$ cat src/rtl/mvct_pkg.sv
// ----------------------------------------------------------------------------
// mvct_pkg
// Shared types and constants for the mesh volume chunk triangulator.
// ----------------------------------------------------------------------------
package mvct_pkg;

  localparam logic [7:0] KIND_TRI  = 8'd56;
  localparam logic [7:0] KIND_QUAD = 8'd57;

  localparam logic REG_PRIM_KIND     = 1'b0;
  localparam logic REG_LITTLE_ENDIAN = 1'b1;

  typedef enum logic [1:0] {
    CAND_POLY0,
    CAND_POLY1,
    CAND_STRIP,
    CAND_OVF
  } cand_sel_t;

  typedef struct packed {
    logic      accept;
    logic      k_clr;
    logic      rd_en;
    logic      shift;
    logic      k_inc;
    logic      cand_en;
    cand_sel_t cand_sel;
    logic      flush;
  } dp_cmd_t;

  typedef struct packed {
    logic fin_poly;
    logic fin_strip;
    logic job_quad;
    logic strip_ovf;
    logic strip_short;
    logic k_lt2;
    logic k_last;
    logic pend_valid;
    logic slot_free;
  } dp_stat_t;

endpackage

$ cat src/rtl/mvct_ram.sv
// ----------------------------------------------------------------------------
// mvct_ram
// Generic single-write, single-read RAM with registered read data.
// ----------------------------------------------------------------------------
module mvct_ram #(
  parameter int WIDTH = 15,
  parameter int DEPTH = 64
) (
  input  logic                     clk,
  input  logic                     we,
  input  logic [$clog2(DEPTH)-1:0] waddr,
  input  logic [WIDTH-1:0]         wdata,
  input  logic                     re,
  input  logic [$clog2(DEPTH)-1:0] raddr,
  output logic [WIDTH-1:0]         rdata
);

  logic [WIDTH-1:0] mem [DEPTH];

  always_ff @(posedge clk) begin
    if (we) begin
      mem[waddr] <= wdata;
    end
    if (re) begin
      rdata <= mem[raddr];
    end
  end

endmodule

$ cat src/rtl/mvct_dp.sv
// ----------------------------------------------------------------------------
// mvct_dp
// Datapath: word parser, corner and strip storage, triangle candidates,
// one-deep pending stage and the output register.
// ----------------------------------------------------------------------------
module mvct_dp
  import mvct_pkg::*;
#(
  parameter int MAX_STRIP = 64
) (
  input  logic        clk,
  input  logic        rst,
  input  dp_cmd_t     cmd,
  output dp_stat_t    stat,
  input  logic        cfg_we,
  input  logic        cfg_index,
  input  logic [7:0]  cfg_data,
  input  logic [15:0] raw_word,
  input  logic        first_word,
  input  logic        last_word,
  input  logic        out_stall,
  output logic        out_valid,
  output logic [14:0] vert_a,
  output logic [14:0] vert_b,
  output logic [14:0] vert_c,
  output logic        item_kind,
  output logic        run_end,
  output logic [15:0] triangle_count
);

  localparam int AW = (MAX_STRIP > 1) ? $clog2(MAX_STRIP) : 1;
  localparam int KW = $clog2(MAX_STRIP + 1);

  typedef enum logic [2:0] {
    PH_IDLE, PH_NEXT, PH_POLY, PH_SKIP_TRI, PH_SKIP_QUAD, PH_SIDX, PH_SSKIP, PH_DONE
  } phase_t;

  logic [7:0]  prim_kind;
  logic        little_endian;
  phase_t      phase, phase_next, ph;
  logic [13:0] prims_left, prims_left_next, pl_dec;
  logic [1:0]  user_words, user_words_next;
  logic [2:0]  word_in_prim, word_in_prim_next, wip_cur, wip_inc, wip_dec;
  logic [14:0] corner_regs [4];
  logic [14:0] strip_len, strip_len_next;
  logic [14:0] strip_seen, strip_seen_next, seen_inc;
  logic        strip_reverse, strip_reverse_next;
  logic [15:0] tri_total;
  logic        total_clr, corner_we, store_we, prim_end;
  logic [1:0]  corner_sel;
  logic        fin_poly, fin_quad, fin_strip, job_quad;
  logic [15:0] w;
  logic [14:0] idx;
  logic        is_poly_kind;

  logic [KW-1:0] k;
  logic [14:0]   w0, w1, rdata;

  logic [14:0] ca, cb, cc;
  logic        c_ovf, c_ok;
  logic [15:0] tri_inc;

  logic        pend_valid;
  logic [14:0] pa, pb, pc;
  logic        pkind;
  logic [15:0] pcount;
  logic        push;

  assign w            = little_endian ? raw_word : {raw_word[7:0], raw_word[15:8]};
  assign idx          = w[14:0];
  assign pl_dec       = prims_left - 14'd1;
  assign seen_inc     = strip_seen + 15'd1;
  assign wip_dec      = word_in_prim - 3'd1;
  assign is_poly_kind = (prim_kind == KIND_TRI) || (prim_kind == KIND_QUAD);

  always_comb begin
    phase_next         = phase;
    prims_left_next    = prims_left;
    user_words_next    = user_words;
    word_in_prim_next  = word_in_prim;
    strip_len_next     = strip_len;
    strip_seen_next    = strip_seen;
    strip_reverse_next = strip_reverse;
    total_clr          = 1'b0;
    corner_we          = 1'b0;
    store_we           = 1'b0;
    prim_end           = 1'b0;
    fin_poly           = 1'b0;
    fin_quad           = 1'b0;
    fin_strip          = 1'b0;
    wip_cur            = word_in_prim;
    wip_inc            = word_in_prim + 3'd1;
    corner_sel         = word_in_prim[1:0];
    ph                 = phase;
    if (first_word) begin
      user_words_next   = w[15:14];
      prims_left_next   = w[13:0];
      total_clr         = 1'b1;
      word_in_prim_next = 3'd0;
      phase_next        = (w[13:0] == 14'd0 || last_word) ? PH_DONE : PH_NEXT;
    end else if (phase != PH_IDLE && phase != PH_DONE) begin
      if (phase == PH_NEXT) begin
        word_in_prim_next = 3'd0;
        wip_cur           = 3'd0;
        if (is_poly_kind) begin
          ph = PH_POLY;
        end else begin
          strip_reverse_next = w[15];
          strip_len_next     = idx;
          strip_seen_next    = 15'd0;
          if (idx == 15'd0) begin
            prim_end = 1'b1;
          end else begin
            phase_next = PH_SIDX;
          end
        end
      end
      case (ph)
        PH_POLY: begin
          corner_we  = 1'b1;
          corner_sel = wip_cur[1:0];
          wip_inc    = wip_cur + 3'd1;
          if (wip_inc >= ((prim_kind == KIND_QUAD) ? 3'd4 : 3'd3)) begin
            if (user_words == 2'd0) begin
              fin_poly = 1'b1;
              fin_quad = (wip_inc >= 3'd4);
              prim_end = 1'b1;
            end else begin
              word_in_prim_next = {1'b0, user_words};
              phase_next = (wip_inc >= 3'd4) ? PH_SKIP_QUAD : PH_SKIP_TRI;
            end
          end else begin
            word_in_prim_next = wip_inc;
            phase_next        = PH_POLY;
          end
        end
        PH_SKIP_TRI, PH_SKIP_QUAD: begin
          word_in_prim_next = wip_dec;
          if (wip_dec == 3'd0) begin
            fin_poly = 1'b1;
            fin_quad = (ph == PH_SKIP_QUAD);
            prim_end = 1'b1;
          end
        end
        PH_SIDX: begin
          store_we        = (strip_seen < 15'(MAX_STRIP));
          strip_seen_next = seen_inc;
          if (seen_inc >= 15'd3 && user_words != 2'd0) begin
            word_in_prim_next = {1'b0, user_words};
            phase_next        = PH_SSKIP;
          end else if (seen_inc >= strip_len) begin
            fin_strip = 1'b1;
            prim_end  = 1'b1;
          end
        end
        PH_SSKIP: begin
          word_in_prim_next = wip_dec;
          if (wip_dec == 3'd0) begin
            if (strip_seen >= strip_len) begin
              fin_strip = 1'b1;
              prim_end  = 1'b1;
            end else begin
              phase_next = PH_SIDX;
            end
          end
        end
        default: begin
        end
      endcase
      if (prim_end) begin
        prims_left_next = pl_dec;
        phase_next      = (pl_dec == 14'd0) ? PH_DONE : PH_NEXT;
      end
      if (last_word) begin
        phase_next = PH_DONE;
      end
    end
  end

  // Strip index store
  mvct_ram #(
    .WIDTH(15),
    .DEPTH(MAX_STRIP)
  ) u_store (
    .clk  (clk),
    .we   (cmd.accept && store_we),
    .waddr(strip_seen[AW-1:0]),
    .wdata(idx),
    .re   (cmd.rd_en),
    .raddr(k[AW-1:0]),
    .rdata(rdata)
  );

  // Triangle candidate
  always_comb begin
    c_ovf = 1'b0;
    ca    = corner_regs[0];
    cb    = corner_regs[1];
    cc    = corner_regs[2];
    case (cmd.cand_sel)
      CAND_POLY0: begin
      end
      CAND_POLY1: begin
        cb = corner_regs[2];
        cc = corner_regs[3];
      end
      CAND_STRIP: begin
        if (k[0] ^ strip_reverse) begin
          ca = w1;
          cb = w0;
        end else begin
          ca = w0;
          cb = w1;
        end
        cc = rdata;
      end
      CAND_OVF: begin
        c_ovf = 1'b1;
        ca    = 15'd0;
        cb    = 15'd0;
        cc    = 15'd0;
      end
      default: begin
      end
    endcase
  end

  assign c_ok    = c_ovf || (ca != cb && cb != cc && ca != cc);
  assign tri_inc = (tri_total == 16'hFFFF) ? tri_total : tri_total + 16'd1;
  assign push    = (cmd.cand_en && c_ok && pend_valid) || (cmd.flush && pend_valid);

  always_ff @(posedge clk) begin
    if (rst) begin
      prim_kind     <= 8'd0;
      little_endian <= 1'b1;
      phase         <= PH_IDLE;
      prims_left    <= 14'd0;
      user_words    <= 2'd0;
      word_in_prim  <= 3'd0;
      strip_len     <= 15'd0;
      strip_seen    <= 15'd0;
      strip_reverse <= 1'b0;
      tri_total     <= 16'd0;
      job_quad      <= 1'b0;
      k             <= '0;
      pend_valid    <= 1'b0;
      out_valid     <= 1'b0;
    end else begin
      if (cfg_we) begin
        case (cfg_index)
          REG_PRIM_KIND:     prim_kind <= cfg_data;
          REG_LITTLE_ENDIAN: little_endian <= cfg_data[0];
          default: begin
          end
        endcase
      end
      if (cmd.accept) begin
        phase         <= phase_next;
        prims_left    <= prims_left_next;
        user_words    <= user_words_next;
        word_in_prim  <= word_in_prim_next;
        strip_len     <= strip_len_next;
        strip_seen    <= strip_seen_next;
        strip_reverse <= strip_reverse_next;
        job_quad      <= fin_quad;
        if (total_clr) begin
          tri_total <= 16'd0;
        end
      end
      if (cmd.k_clr) begin
        k <= '0;
      end else if (cmd.k_inc) begin
        k <= k + KW'(1);
      end
      if (cmd.cand_en && c_ok) begin
        pend_valid <= 1'b1;
        if (!c_ovf) begin
          tri_total <= tri_inc;
        end
      end else if (cmd.flush) begin
        pend_valid <= 1'b0;
      end
      if (push) begin
        out_valid <= 1'b1;
      end else if (!out_stall) begin
        out_valid <= 1'b0;
      end
    end
  end

  always_ff @(posedge clk) begin
    if (cmd.accept && corner_we) begin
      corner_regs[corner_sel] <= idx;
    end
    if (cmd.shift) begin
      w0 <= w1;
      w1 <= rdata;
    end
    if (cmd.cand_en && c_ok) begin
      pa     <= ca;
      pb     <= cb;
      pc     <= cc;
      pkind  <= c_ovf;
      pcount <= c_ovf ? tri_total : tri_inc;
    end
    if (push) begin
      vert_a         <= pa;
      vert_b         <= pb;
      vert_c         <= pc;
      item_kind      <= pkind;
      triangle_count <= pcount;
      run_end        <= cmd.flush;
    end
  end

  assign stat.fin_poly    = fin_poly;
  assign stat.fin_strip   = fin_strip;
  assign stat.job_quad    = job_quad;
  assign stat.strip_ovf   = (strip_len > 15'(MAX_STRIP));
  assign stat.strip_short = (strip_len < 15'd3);
  assign stat.k_lt2       = (k < KW'(2));
  assign stat.k_last      = (15'(k) + 15'd1 == strip_len);
  assign stat.pend_valid  = pend_valid;
  assign stat.slot_free   = !out_valid || !out_stall;

endmodule

$ cat src/rtl/mvct_ctrl.sv
// ----------------------------------------------------------------------------
// mvct_ctrl
// Controller: accepts words, then sequences triangle emission per primitive.
// ----------------------------------------------------------------------------
module mvct_ctrl
  import mvct_pkg::*;
(
  input  logic     clk,
  input  logic     rst,
  input  logic     in_valid,
  output logic     in_stall,
  input  dp_stat_t stat,
  output dp_cmd_t  cmd
);

  typedef enum logic [2:0] {
    S_IDLE, S_POLY0, S_POLY1, S_OVF, S_SRD, S_SUSE, S_FLUSH
  } state_t;

  state_t state, state_next;

  assign in_stall = (state != S_IDLE);

  always_comb begin
    cmd        = '0;
    cmd.cand_sel = CAND_POLY0;
    state_next = state;
    case (state)
      S_IDLE: begin
        if (in_valid) begin
          cmd.accept = 1'b1;
          if (stat.fin_poly) begin
            state_next = S_POLY0;
          end else if (stat.fin_strip) begin
            cmd.k_clr = 1'b1;
            if (stat.strip_ovf) begin
              state_next = S_OVF;
            end else if (!stat.strip_short) begin
              state_next = S_SRD;
            end
          end
        end
      end
      S_POLY0: begin
        cmd.cand_sel = CAND_POLY0;
        if (stat.slot_free) begin
          cmd.cand_en = 1'b1;
          state_next  = stat.job_quad ? S_POLY1 : S_FLUSH;
        end
      end
      S_POLY1: begin
        cmd.cand_sel = CAND_POLY1;
        if (stat.slot_free) begin
          cmd.cand_en = 1'b1;
          state_next  = S_FLUSH;
        end
      end
      S_OVF: begin
        cmd.cand_sel = CAND_OVF;
        if (stat.slot_free) begin
          cmd.cand_en = 1'b1;
          state_next  = S_FLUSH;
        end
      end
      S_SRD: begin
        cmd.rd_en  = 1'b1;
        state_next = S_SUSE;
      end
      S_SUSE: begin
        cmd.cand_sel = CAND_STRIP;
        if (stat.k_lt2) begin
          cmd.shift  = 1'b1;
          cmd.k_inc  = 1'b1;
          state_next = S_SRD;
        end else if (stat.slot_free) begin
          cmd.cand_en = 1'b1;
          cmd.shift   = 1'b1;
          cmd.k_inc   = 1'b1;
          state_next  = stat.k_last ? S_FLUSH : S_SRD;
        end
      end
      S_FLUSH: begin
        if (!stat.pend_valid) begin
          state_next = S_IDLE;
        end else if (stat.slot_free) begin
          cmd.flush  = 1'b1;
          state_next = S_IDLE;
        end
      end
      default: begin
        state_next = S_IDLE;
      end
    endcase
  end

  always_ff @(posedge clk) begin
    if (rst) begin
      state <= S_IDLE;
    end else begin
      state <= state_next;
    end
  end

endmodule

$ cat src/rtl/mesh_volume_chunk_triangulator_core.sv
// ----------------------------------------------------------------------------
// mesh_volume_chunk_triangulator_core
// Turns the words of a mesh volume chunk into a list of triangles.
// ----------------------------------------------------------------------------
//  channel | signals                                         | direction
//  input   | in_valid, in_stall, raw_word, first/last_word   | into block
//  output  | out_valid, out_stall, vert_a/b/c, item_kind,    | out of block
//          | run_end, triangle_count                         |
//  config  | cfg_we, cfg_index, cfg_data                     | into block
//
// A word that emits nothing leaves the controller idle. A finished triangle or
// quad takes one candidate state per triangle, then S_FLUSH. A finished strip
// takes S_SRD and S_SUSE per index, then S_FLUSH: the strip store has one read
// port with registered data, so each index costs an address and a use step. A
// long strip takes S_OVF, then S_FLUSH. Synchronous reset returns to idle with
// no chunk open; no clearing pass. Output stalls hold the emission sequence.
// ----------------------------------------------------------------------------
module mesh_volume_chunk_triangulator_core
  import mvct_pkg::*;
#(
  parameter int MAX_STRIP = 64
) (
  input  logic        clk,
  input  logic        rst,
  input  logic        in_valid,
  output logic        in_stall,
  input  logic [15:0] raw_word,
  input  logic        first_word,
  input  logic        last_word,
  output logic        out_valid,
  input  logic        out_stall,
  output logic [14:0] vert_a,
  output logic [14:0] vert_b,
  output logic [14:0] vert_c,
  output logic        item_kind,
  output logic        run_end,
  output logic [15:0] triangle_count,
  input  logic        cfg_we,
  input  logic        cfg_index,
  input  logic [7:0]  cfg_data
);

  // Controller to datapath commands, and status back
  dp_cmd_t  cmd;
  dp_stat_t stat;

  mvct_ctrl u_ctrl (
    .clk     (clk),
    .rst     (rst),
    .in_valid(in_valid),
    .in_stall(in_stall),
    .stat    (stat),
    .cmd     (cmd)
  );

  // Parser state, strip store, pending triangle and output register
  mvct_dp #(
    .MAX_STRIP(MAX_STRIP)
  ) u_dp (
    .clk           (clk),
    .rst           (rst),
    .cmd           (cmd),
    .stat          (stat),
    .cfg_we        (cfg_we),
    .cfg_index     (cfg_index),
    .cfg_data      (cfg_data),
    .raw_word      (raw_word),
    .first_word    (first_word),
    .last_word     (last_word),
    .out_stall     (out_stall),
    .out_valid     (out_valid),
    .vert_a        (vert_a),
    .vert_b        (vert_b),
    .vert_c        (vert_c),
    .item_kind     (item_kind),
    .run_end       (run_end),
    .triangle_count(triangle_count)
  );

endmodule

$ cat config.mk
export PLATFORM = sky130hd
export DESIGN_NAME = mesh_volume_chunk_triangulator_core
export DESIGN_NICKNAME = d
export VERILOG_FILES = /design/src/rtl/mvct_pkg.sv /design/src/rtl/mvct_ram.sv /design/src/rtl/mvct_dp.sv /design/src/rtl/mvct_ctrl.sv /design/src/rtl/mesh_volume_chunk_triangulator_core.sv
export SDC_FILE = /design/constraint.sdc
export NUM_CORES = 2
export LEC_CHECK = 0
export BUFFER_PORTS_ARGS = -buffer_cell sky130_fd_sc_hd__buf_2
export CAP_MARGIN = 30
export CORE_ASPECT_RATIO = 0.8
export CORE_MARGIN = 3
export CORE_UTILIZATION = 30
export DETAILED_ROUTE_END_ITERATION = 10
export GPL_TIMING_DRIVEN = 0
export PLACE_DENSITY = 0.41
export SYNTH_ARGS = -nofsm -noshare
export SYNTH_HDL_FRONTEND = slang
export SYNTH_SLANG_ARGS = --single-unit
$ cat constraint.sdc
create_clock -name clk -period 13.14 [get_ports clk]
set_input_delay 1.314 -clock clk [delete_from_list [all_inputs] [get_ports clk]]
set_output_delay 1.314 -clock clk [all_outputs]
set_load 0.05 [all_outputs]
# Word level (Yosys, flattened, before mapping)
# Memory sizes are Yosys's and may differ from the RTL's. A register that Yosys moved wholly into a read port is not among the register bits.
# Cells that the tools add are included.
classes:
  add_sub_neg: 7
  n_lt_le_gt_ge: 9
  eq_ne: 32
  muxes: 126
  bitwise_logic: 4
  n_reduce_logical: 41
ops:
  columns: ["op", "n"]
  rows:
  - ["$mux W3", 41]
  - ["$mux W16", 7]
  - ["$pmux W15 S3", 2]
  - ["$mux W15", 5]
  - ["$mux W1", 51]
  - ["$ne A15 B15 Y1", 3]
  - ["$mux W14", 3]
  - ["$ge A15 B15 Y1", 2]
  - ["$pmux W15 S2", 1]
  - ["$logic_not A14 Y1", 2]
  - ["$eq A3 B3 Y1 const B", 6]
  - ["$pmux W3 S3", 2]
  - ["$pmux W3 S6", 1]
  - ["$add A16 B1 Y16 const B", 1]
  - ["$eq A16 B16 Y1 const B", 1]
  - ["$eq A8 B6 Y1 const B", 2]
  - ["$mux W2", 8]
  - ["$add A15 B1 Y15 const B", 1]
  - ["$eq A15 B15 Y1", 1]
  - ["$ge A15 B2 Y1 const B", 1]
  - ["$gt A15 B7 Y1 const B", 1]
  - ["$logic_not A15 Y1", 1]
  - ["$lt A15 B2 Y1 const B", 1]
  - ["$lt A15 B7 Y1 const B", 1]
  - ["35 further kinds", 74]
word_totals:
  regBits: 246
  ram_bits: 1020
  in_bits: 32
  out_inout_bits: 65
  wordCells: 249
  memories: 2
memory_table:
  columns: ["memory", "depth", "width", "rd", "rd_clocked_by_memory_dff", "write_ports", "line_no", "source"]
  rows:
  - ["u_dp.u_store.mem", 64, 15, 1, 1, 1, "mvct_ram.sv:18", "logic [WIDTH-1:0] mem [DEPTH];"]
  - ["u_dp.corner_regs", 4, 15, 4, 0, 1, "mvct_dp.sv:44", "logic [14:0] corner_regs [4];"]

# Depth between registers and ports, before layout
logic_depth:
  depth_word: 17
  depth_mapped: 18
  mapped_depth_nobuf: 15

# Modules after synthesis
# A second synthesis with hierarchy kept.
hier_totals:
  hier_cells: 3201
  hier_area_um2: 53462.5
by_module_without_submodules:
  columns: ["mod", "instances", "cells_per_inst", "area_per_inst_um2", "seq_area_each_um2"]
  rows:
  - ["mvct_ram", 1, 1751, 37772.5, 29278.1]
  - ["mvct_dp", 1, 1404, 15325.9, 8217.9]
  - ["mvct_ctrl", 1, 46, 364.1, 60.1]

# Worst setup path before layout
# Ideal clock, no wire load.
synth_timing:
  path_kind: "flip-flop to flip-flop"
  start: "reg u_dp.k[0]"
  end: "reg u_dp.item_kind, enable pin"
  setup_time_ns: 0.419
  arrival_time_ns: 4.823
  required_ns: 12.721
  slack_ns: 7.897
  path_stages_with_launch: 15
  path_buffers: 4
  synth_period_minus_slack_ns: 5.243
  cell_sequence: "dfxtp_1 buf_4 xnor2_2 buf_4 buf_2 mux2i_1 a2bb2oi_1 xor2_1 nor4_1 a31oi_1 o21ai_1 or2_1 buf_4 nand2_2 a21o_1"
synth_between:
  elab_chain_cells: 10
  elab_cells_between_ends: 17
  classes_between: "order compare (1); eq/ne (3); mux (6); bitwise (1); reduce/logical (6)"
synth_lines:
  columns: ["element", "line_no", "source"]
  rows:
  - ["from (decl)", "mvct_dp.sv:56", "logic [KW-1:0] k;"]
  - ["from (signal assigned)", "mvct_dp.sv:273", "k <= k + KW'(1);"]
  - ["$xor A1 B1 Y1", "mvct_dp.sv:208", "if (k[0] ^ strip_reverse) begin"]
  - ["$mux W15", "mvct_dp.sv:208", null]
  - ["$pmux W15 S3 or $pmux W15 S2 (tied branches)", "mvct_dp.sv:200", "case (cmd.cand_sel)"]
  - ["$ne A15 B15 Y1", "mvct_dp.sv:228", "assign c_ok = c_ovf || (ca != cb && cb != cc && ca != cc);"]
  - ["$logic_and A1 B1 Y1 (2 in series)", "mvct_dp.sv:228", null]
  - ["$logic_or A1 B1 Y1", "mvct_dp.sv:228", null]
  - ["$logic_and A1 B1 Y1 * (2 in series)", "mvct_dp.sv:230", "assign push = (cmd.cand_en && c_ok && pend_valid) || (cmd.flush && pend_valid);"]
  - ["$logic_or A1 B1 Y1 *", "mvct_dp.sv:230", null]
  - ["net u_dp.push", "mvct_dp.sv:67", "logic push;"]
  - ["to (signal assigned)", "mvct_dp.sv:310", "item_kind <= pkind;"]
  - ["to (decl)", "mvct_dp.sv:26", "output logic item_kind,"]
# The timed path passes the listed nets; every way through them passes the cells marked *.
# A chain may end at the register's enable or synchronous reset.

# Final worst setup path
layout_timing:
  start: "reg u_ctrl.state[0]"
  end: "mem u_dp.u_store.mem[60][1], enable pin"
layout_between:
  elab_chain_cells: 5
layout_lines:
  columns: ["element", "line_no", "source"]
  rows:
  - ["from (decl)", "mvct_ctrl.sv:20", "state_t state, state_next;"]
  - ["from (signal assigned)", "mvct_ctrl.sv:100", "state <= state_next;"]
  - ["$logic_not A3 Y1", "mvct_ctrl.sv:28", "case (state)"]
  - ["$mux W2", "mvct_ctrl.sv:28", null]
  - ["$logic_and A1 B1 Y1", "mvct_dp.sv:186", ".we (cmd.accept && store_we),"]
  - ["$mux W1", "mvct_ram.sv:21", "if (we) begin"]
  - ["$mux W1 (not written as such)", "mvct_ram.sv:22", "mem[waddr] <= wdata;"]
  - ["to (decl)", "mvct_ram.sv:18", null]
# Every way passes these cells.

==> summary.txt <==
Finish
  – Relative area change from synthesis to final layout: 18.1%
  – Share of the core filled with cells in the final layout: 35.9%
  – Share of final-layout standard cells stronger than drive strength 1: 25.0%
  – Net total in the final layout: 3426
  – Leading cell types in the layout, fill and taps excluded: 1190 x sky130_fd_sc_hd__edfxtp_1, 300 x sky130_fd_sc_hd__mux4_2, 141 x sky130_fd_sc_hd__clkbuf_16
  – Most common library cell in the layout ignoring fill and taps: sky130_fd_sc_hd__edfxtp_1

STA
  – Final period utilization: 47.6%
  – Setup total negative slack: 0 ns
  – Max-slew violation count: 0
  – Post-layout minimum cycle time: 6.26 ns
  – Number of setup violations in the final report: 0
  – Highest clock rate: 160 MHz
  – Worst-margin pin slew: 0.982 ns
  – Setup repair after global routing missed its margin: false
  – Number of endpoints with negative hold slack in the final report: 0
  – Worst-case clock skew: 0.0275 ns
  – Tightest slew margin relative to the limit: 34.3%

Route
  – Via count of the routed design: 30101
  – DRT antenna net count: 0
  – Count of TritonRoute iterations in the first routing pass: 6
  – Overall routed net length: 161000 um
  – Starting DRT DRC Count: 2911
  – WL per Instance: 27.6 um
  – DRC violations left: 0
  – Vias per inst: 5.17

Die
  – Initial core utilization: 30.4%
  – Number of cell rows: 137
  – Floorplan core area: 0.176 mm^2
  – Boundary pin count: 97
  – Die Y-Extent: 383 um
  – Full die area: 0.183 mm^2
  – Chip Width: 477 um

Run status
  – Status: finished clean

Synthesis
  – Number of enable-type register cells in the synthesized netlist: 1190
  – Synthesis Warnings: 0
  – Share of synthesized registers carrying an async set or reset: 0%
  – Post-synth design cell area: 0.0533 mm^2
  – Register area share after synthesis: 70.4%
  – Number of different library cells in the post-synthesis netlist: 103
  – Post-synth top flop: sky130_fd_sc_hd__edfxtp_1
  – Register bit count reported by yosys: 1281
  – Synthesized netlist net count: 3094
  – Mean area per synthesized cell: 17.6 um^2
  – Gate count of the mapped netlist: 3024

GRT
  – Number of antenna violations at the first check in global routing: 8
  – Via count of the first global-routing pass: 30614
  – Maximum number of pins on one net before global-route repair: 69
  – Global-route total usage across every layer: 17.4%
  – First-pass GRT wire length: 229000 um
  – Grt total ovfl: 0

Clocking
  – CTS root buf: sky130_fd_sc_hd__clkbuf_16
  – Htree depth: 4
  – Number of buffers inserted during clock tree synthesis: 138
  – TritonCTS clock tree: yes
  – Number of buffers on the longest clock path: 3
  – Cells resized by post-CTS repair: 0
  – Number of hold buffers added after CTS: 0
  – CTS sink cnt: 1281
  – Post-CTS repair timing setup buffer count: 0
  – Source-to-sink clock delay at the later pin of the worst-skew pair: 0.78 ns
  – Clock slew at the register clock pins of the worst setup and hold paths: 0.06 ns

Hold path
  – Min-Delay Path Class: reg -> reg

Pwr
  – Sw power: 2.22 mW
  – Share of total power in combinational logic: 8.6%
  – VDD IR-drop max: 136 uV
  – Switching part of the total: 24.1%
  – Sequential power share: 49.9%
  – PnR Total Power: 9.20 mW
  – Fraction of power consumed by the clock network: 41.5%
  – Design internal power: 6.99 mW
  – Total power density per cell area: 146 mW/mm^2
  – Leakage: 19.6 nW

Setup path
  – Critical path capture point type: flop
  – Critical setup path kind: reg -> reg
  – Data required time at the worst endpoint: 13.60 ns
  – Crit path max fanout: 10
  – Startpoint Class: flop
  – Data arrival time of the critical path: 6.71 ns

Place
  – Count of input and output buffers: 95
  – Final weighted congestion of routability-driven global placement: 0.879
  – Total half-perimeter wirelength after legalization and detailed placement: 112000 um

Job
  – Number of maximum-capacitance constraint violations: 0
-- power by group through the flow --
stage	registers [mW]	logic (mW)	clock network, mW
final	4.59	0.790	3.82
after global routing	4.59	0.849	4.10
after CTS	4.59	0.782	3.94
after detailed placement	4.68	0.779	0
after global placement	4.69	0.732	0
after floorplan	4.66	0.465	0
-- per-layer routing --
metal | up-vias | GRT usage, % | wire [um]
met3 | 202 | 3.36 | 9710
met2 | 1083 | 26.9 | 73400
met1 | 15885 | 25.2 | 74500
li1 | 12931 | - | -
met4 | 0 | 4.43 | 3450
met5 | - | 0 | 0
-- final timing paths --
| check | start | to | slack, ns | cells past startpoint |
|---|---|---|---|---|
| worst max register to register | u_ctrl.state[0] | u_dp.u_store.mem[60][1] | 6.88 | 12 |
| worst max-delay path | u_ctrl.state[0] | u_dp.u_store.mem[60][1] | 6.88 | 12 |
| worst min register to register | u_dp.pb[5] | u_dp.vert_b[5] | 0.42 | 0 |
| worst min-delay path | u_dp.pb[5] | u_dp.vert_b[5] | 0.42 | 0 |
-- state kept, by name, indices dropped and copies added, names as in the netlist, 16 cells and up --
name and count:
u_dp.u_store.mem 960, u_dp.corner_regs 60, u_dp.pcount 16, u_dp.tri_total 16, u_dp.triangle_count 16
-- per-stage QoR --
| stage | cells | hold WS [ns] | setup WS, ns | cell area (um^2) |
|---|---|---|---|---|
| 2_1_floorplan | 3024 | 0.400 | 7.90 | 53300 |
| 3_3_place_gp | 5482 | 0.404 | 5.79 | 56800 |
| 6_report | 5824 | 0.417 | 6.88 | 63000 |
| 5_1_grt | 5820 | 0.425 | 6.66 | 63000 |
| 3_5_place_dp | 5570 | 0.405 | 6.96 | 58500 |
| 4_1_cts | 5811 | 0.420 | 6.93 | 62800 |
-- cell families after synthesis --
logic type | share of synthesized area, %
xor+xnor | 1.51
flops | 70.4
mux | 14.6
fa+ha+maj | 0.910
buf+inv | 1.71
compound gates | 4.83
simple gates | 6.08
-- cell usage after synthesis (19+ instances only) --
master                     count  area, um^2
sky130_fd_sc_hd__buf_1        41         154
sky130_fd_sc_hd__nor3_1       27         135
sky130_fd_sc_hd__nand4_1      19         119
sky130_fd_sc_hd__xor2_1       33         289
sky130_fd_sc_hd__mux2_2       26         293
sky130_fd_sc_hd__mux2i_1      71         711
sky130_fd_sc_hd__o21ai_0      68         340
sky130_fd_sc_hd__and3_1       29         181
sky130_fd_sc_hd__nor4_1       24         150
sky130_fd_sc_hd__ha_1         38         475
sky130_fd_sc_hd__nand3_1      57         285
sky130_fd_sc_hd__a31oi_1      22         138
sky130_fd_sc_hd__inv_1        54         203
sky130_fd_sc_hd__edfxtp_1   1190       35700
sky130_fd_sc_hd__a211oi_1     23         173
sky130_fd_sc_hd__mux4_2      300        6760
sky130_fd_sc_hd__dfxtp_1      91        1820
sky130_fd_sc_hd__buf_2        25         125
sky130_fd_sc_hd__a21oi_1      91         455
sky130_fd_sc_hd__nor2_1      170         638
sky130_fd_sc_hd__nand2b_1     28         175
sky130_fd_sc_hd__clkbuf_1     93         349
sky130_fd_sc_hd__xnor2_1      54         473
sky130_fd_sc_hd__nor2b_1      19         119
sky130_fd_sc_hd__o211ai_1     21         158
sky130_fd_sc_hd__nand2_1     126         473
-- area by class of cell --
class | instances | area [um^2]
inverter | 57 | 229
clock buffer | 174 | 3700
clock inverter | 67 | 661
antenna | 4 | 10.0
tap | 2363 | 2960
sequential | 1281 | 37600
multi-input combinational | 1519 | 15100
fill | 16445 | 113000
buffer | 167 | 696
timing repair buffer | 192 | 2080
-- critical path: stages, from the launching register on --
cell,delay (ns)
sky130_fd_sc_hd__dfxtp_1,0.38
sky130_fd_sc_hd__buf_2,0.24
sky130_fd_sc_hd__clkbuf_1,0.34
sky130_fd_sc_hd__clkbuf_1,0.41
sky130_fd_sc_hd__nor3_2,0.62
sky130_fd_sc_hd__nand2_1,0.38
sky130_fd_sc_hd__nor4_4,0.55
sky130_fd_sc_hd__nand3_1,0.46
sky130_fd_sc_hd__nor4_1,0.71
sky130_fd_sc_hd__nand2_1,0.59
sky130_fd_sc_hd__buf_8,0.33
sky130_fd_sc_hd__nor2_1,0.65
sky130_fd_sc_hd__buf_6,0.25
No activity file was read; power rests on OpenSTA's default activity.
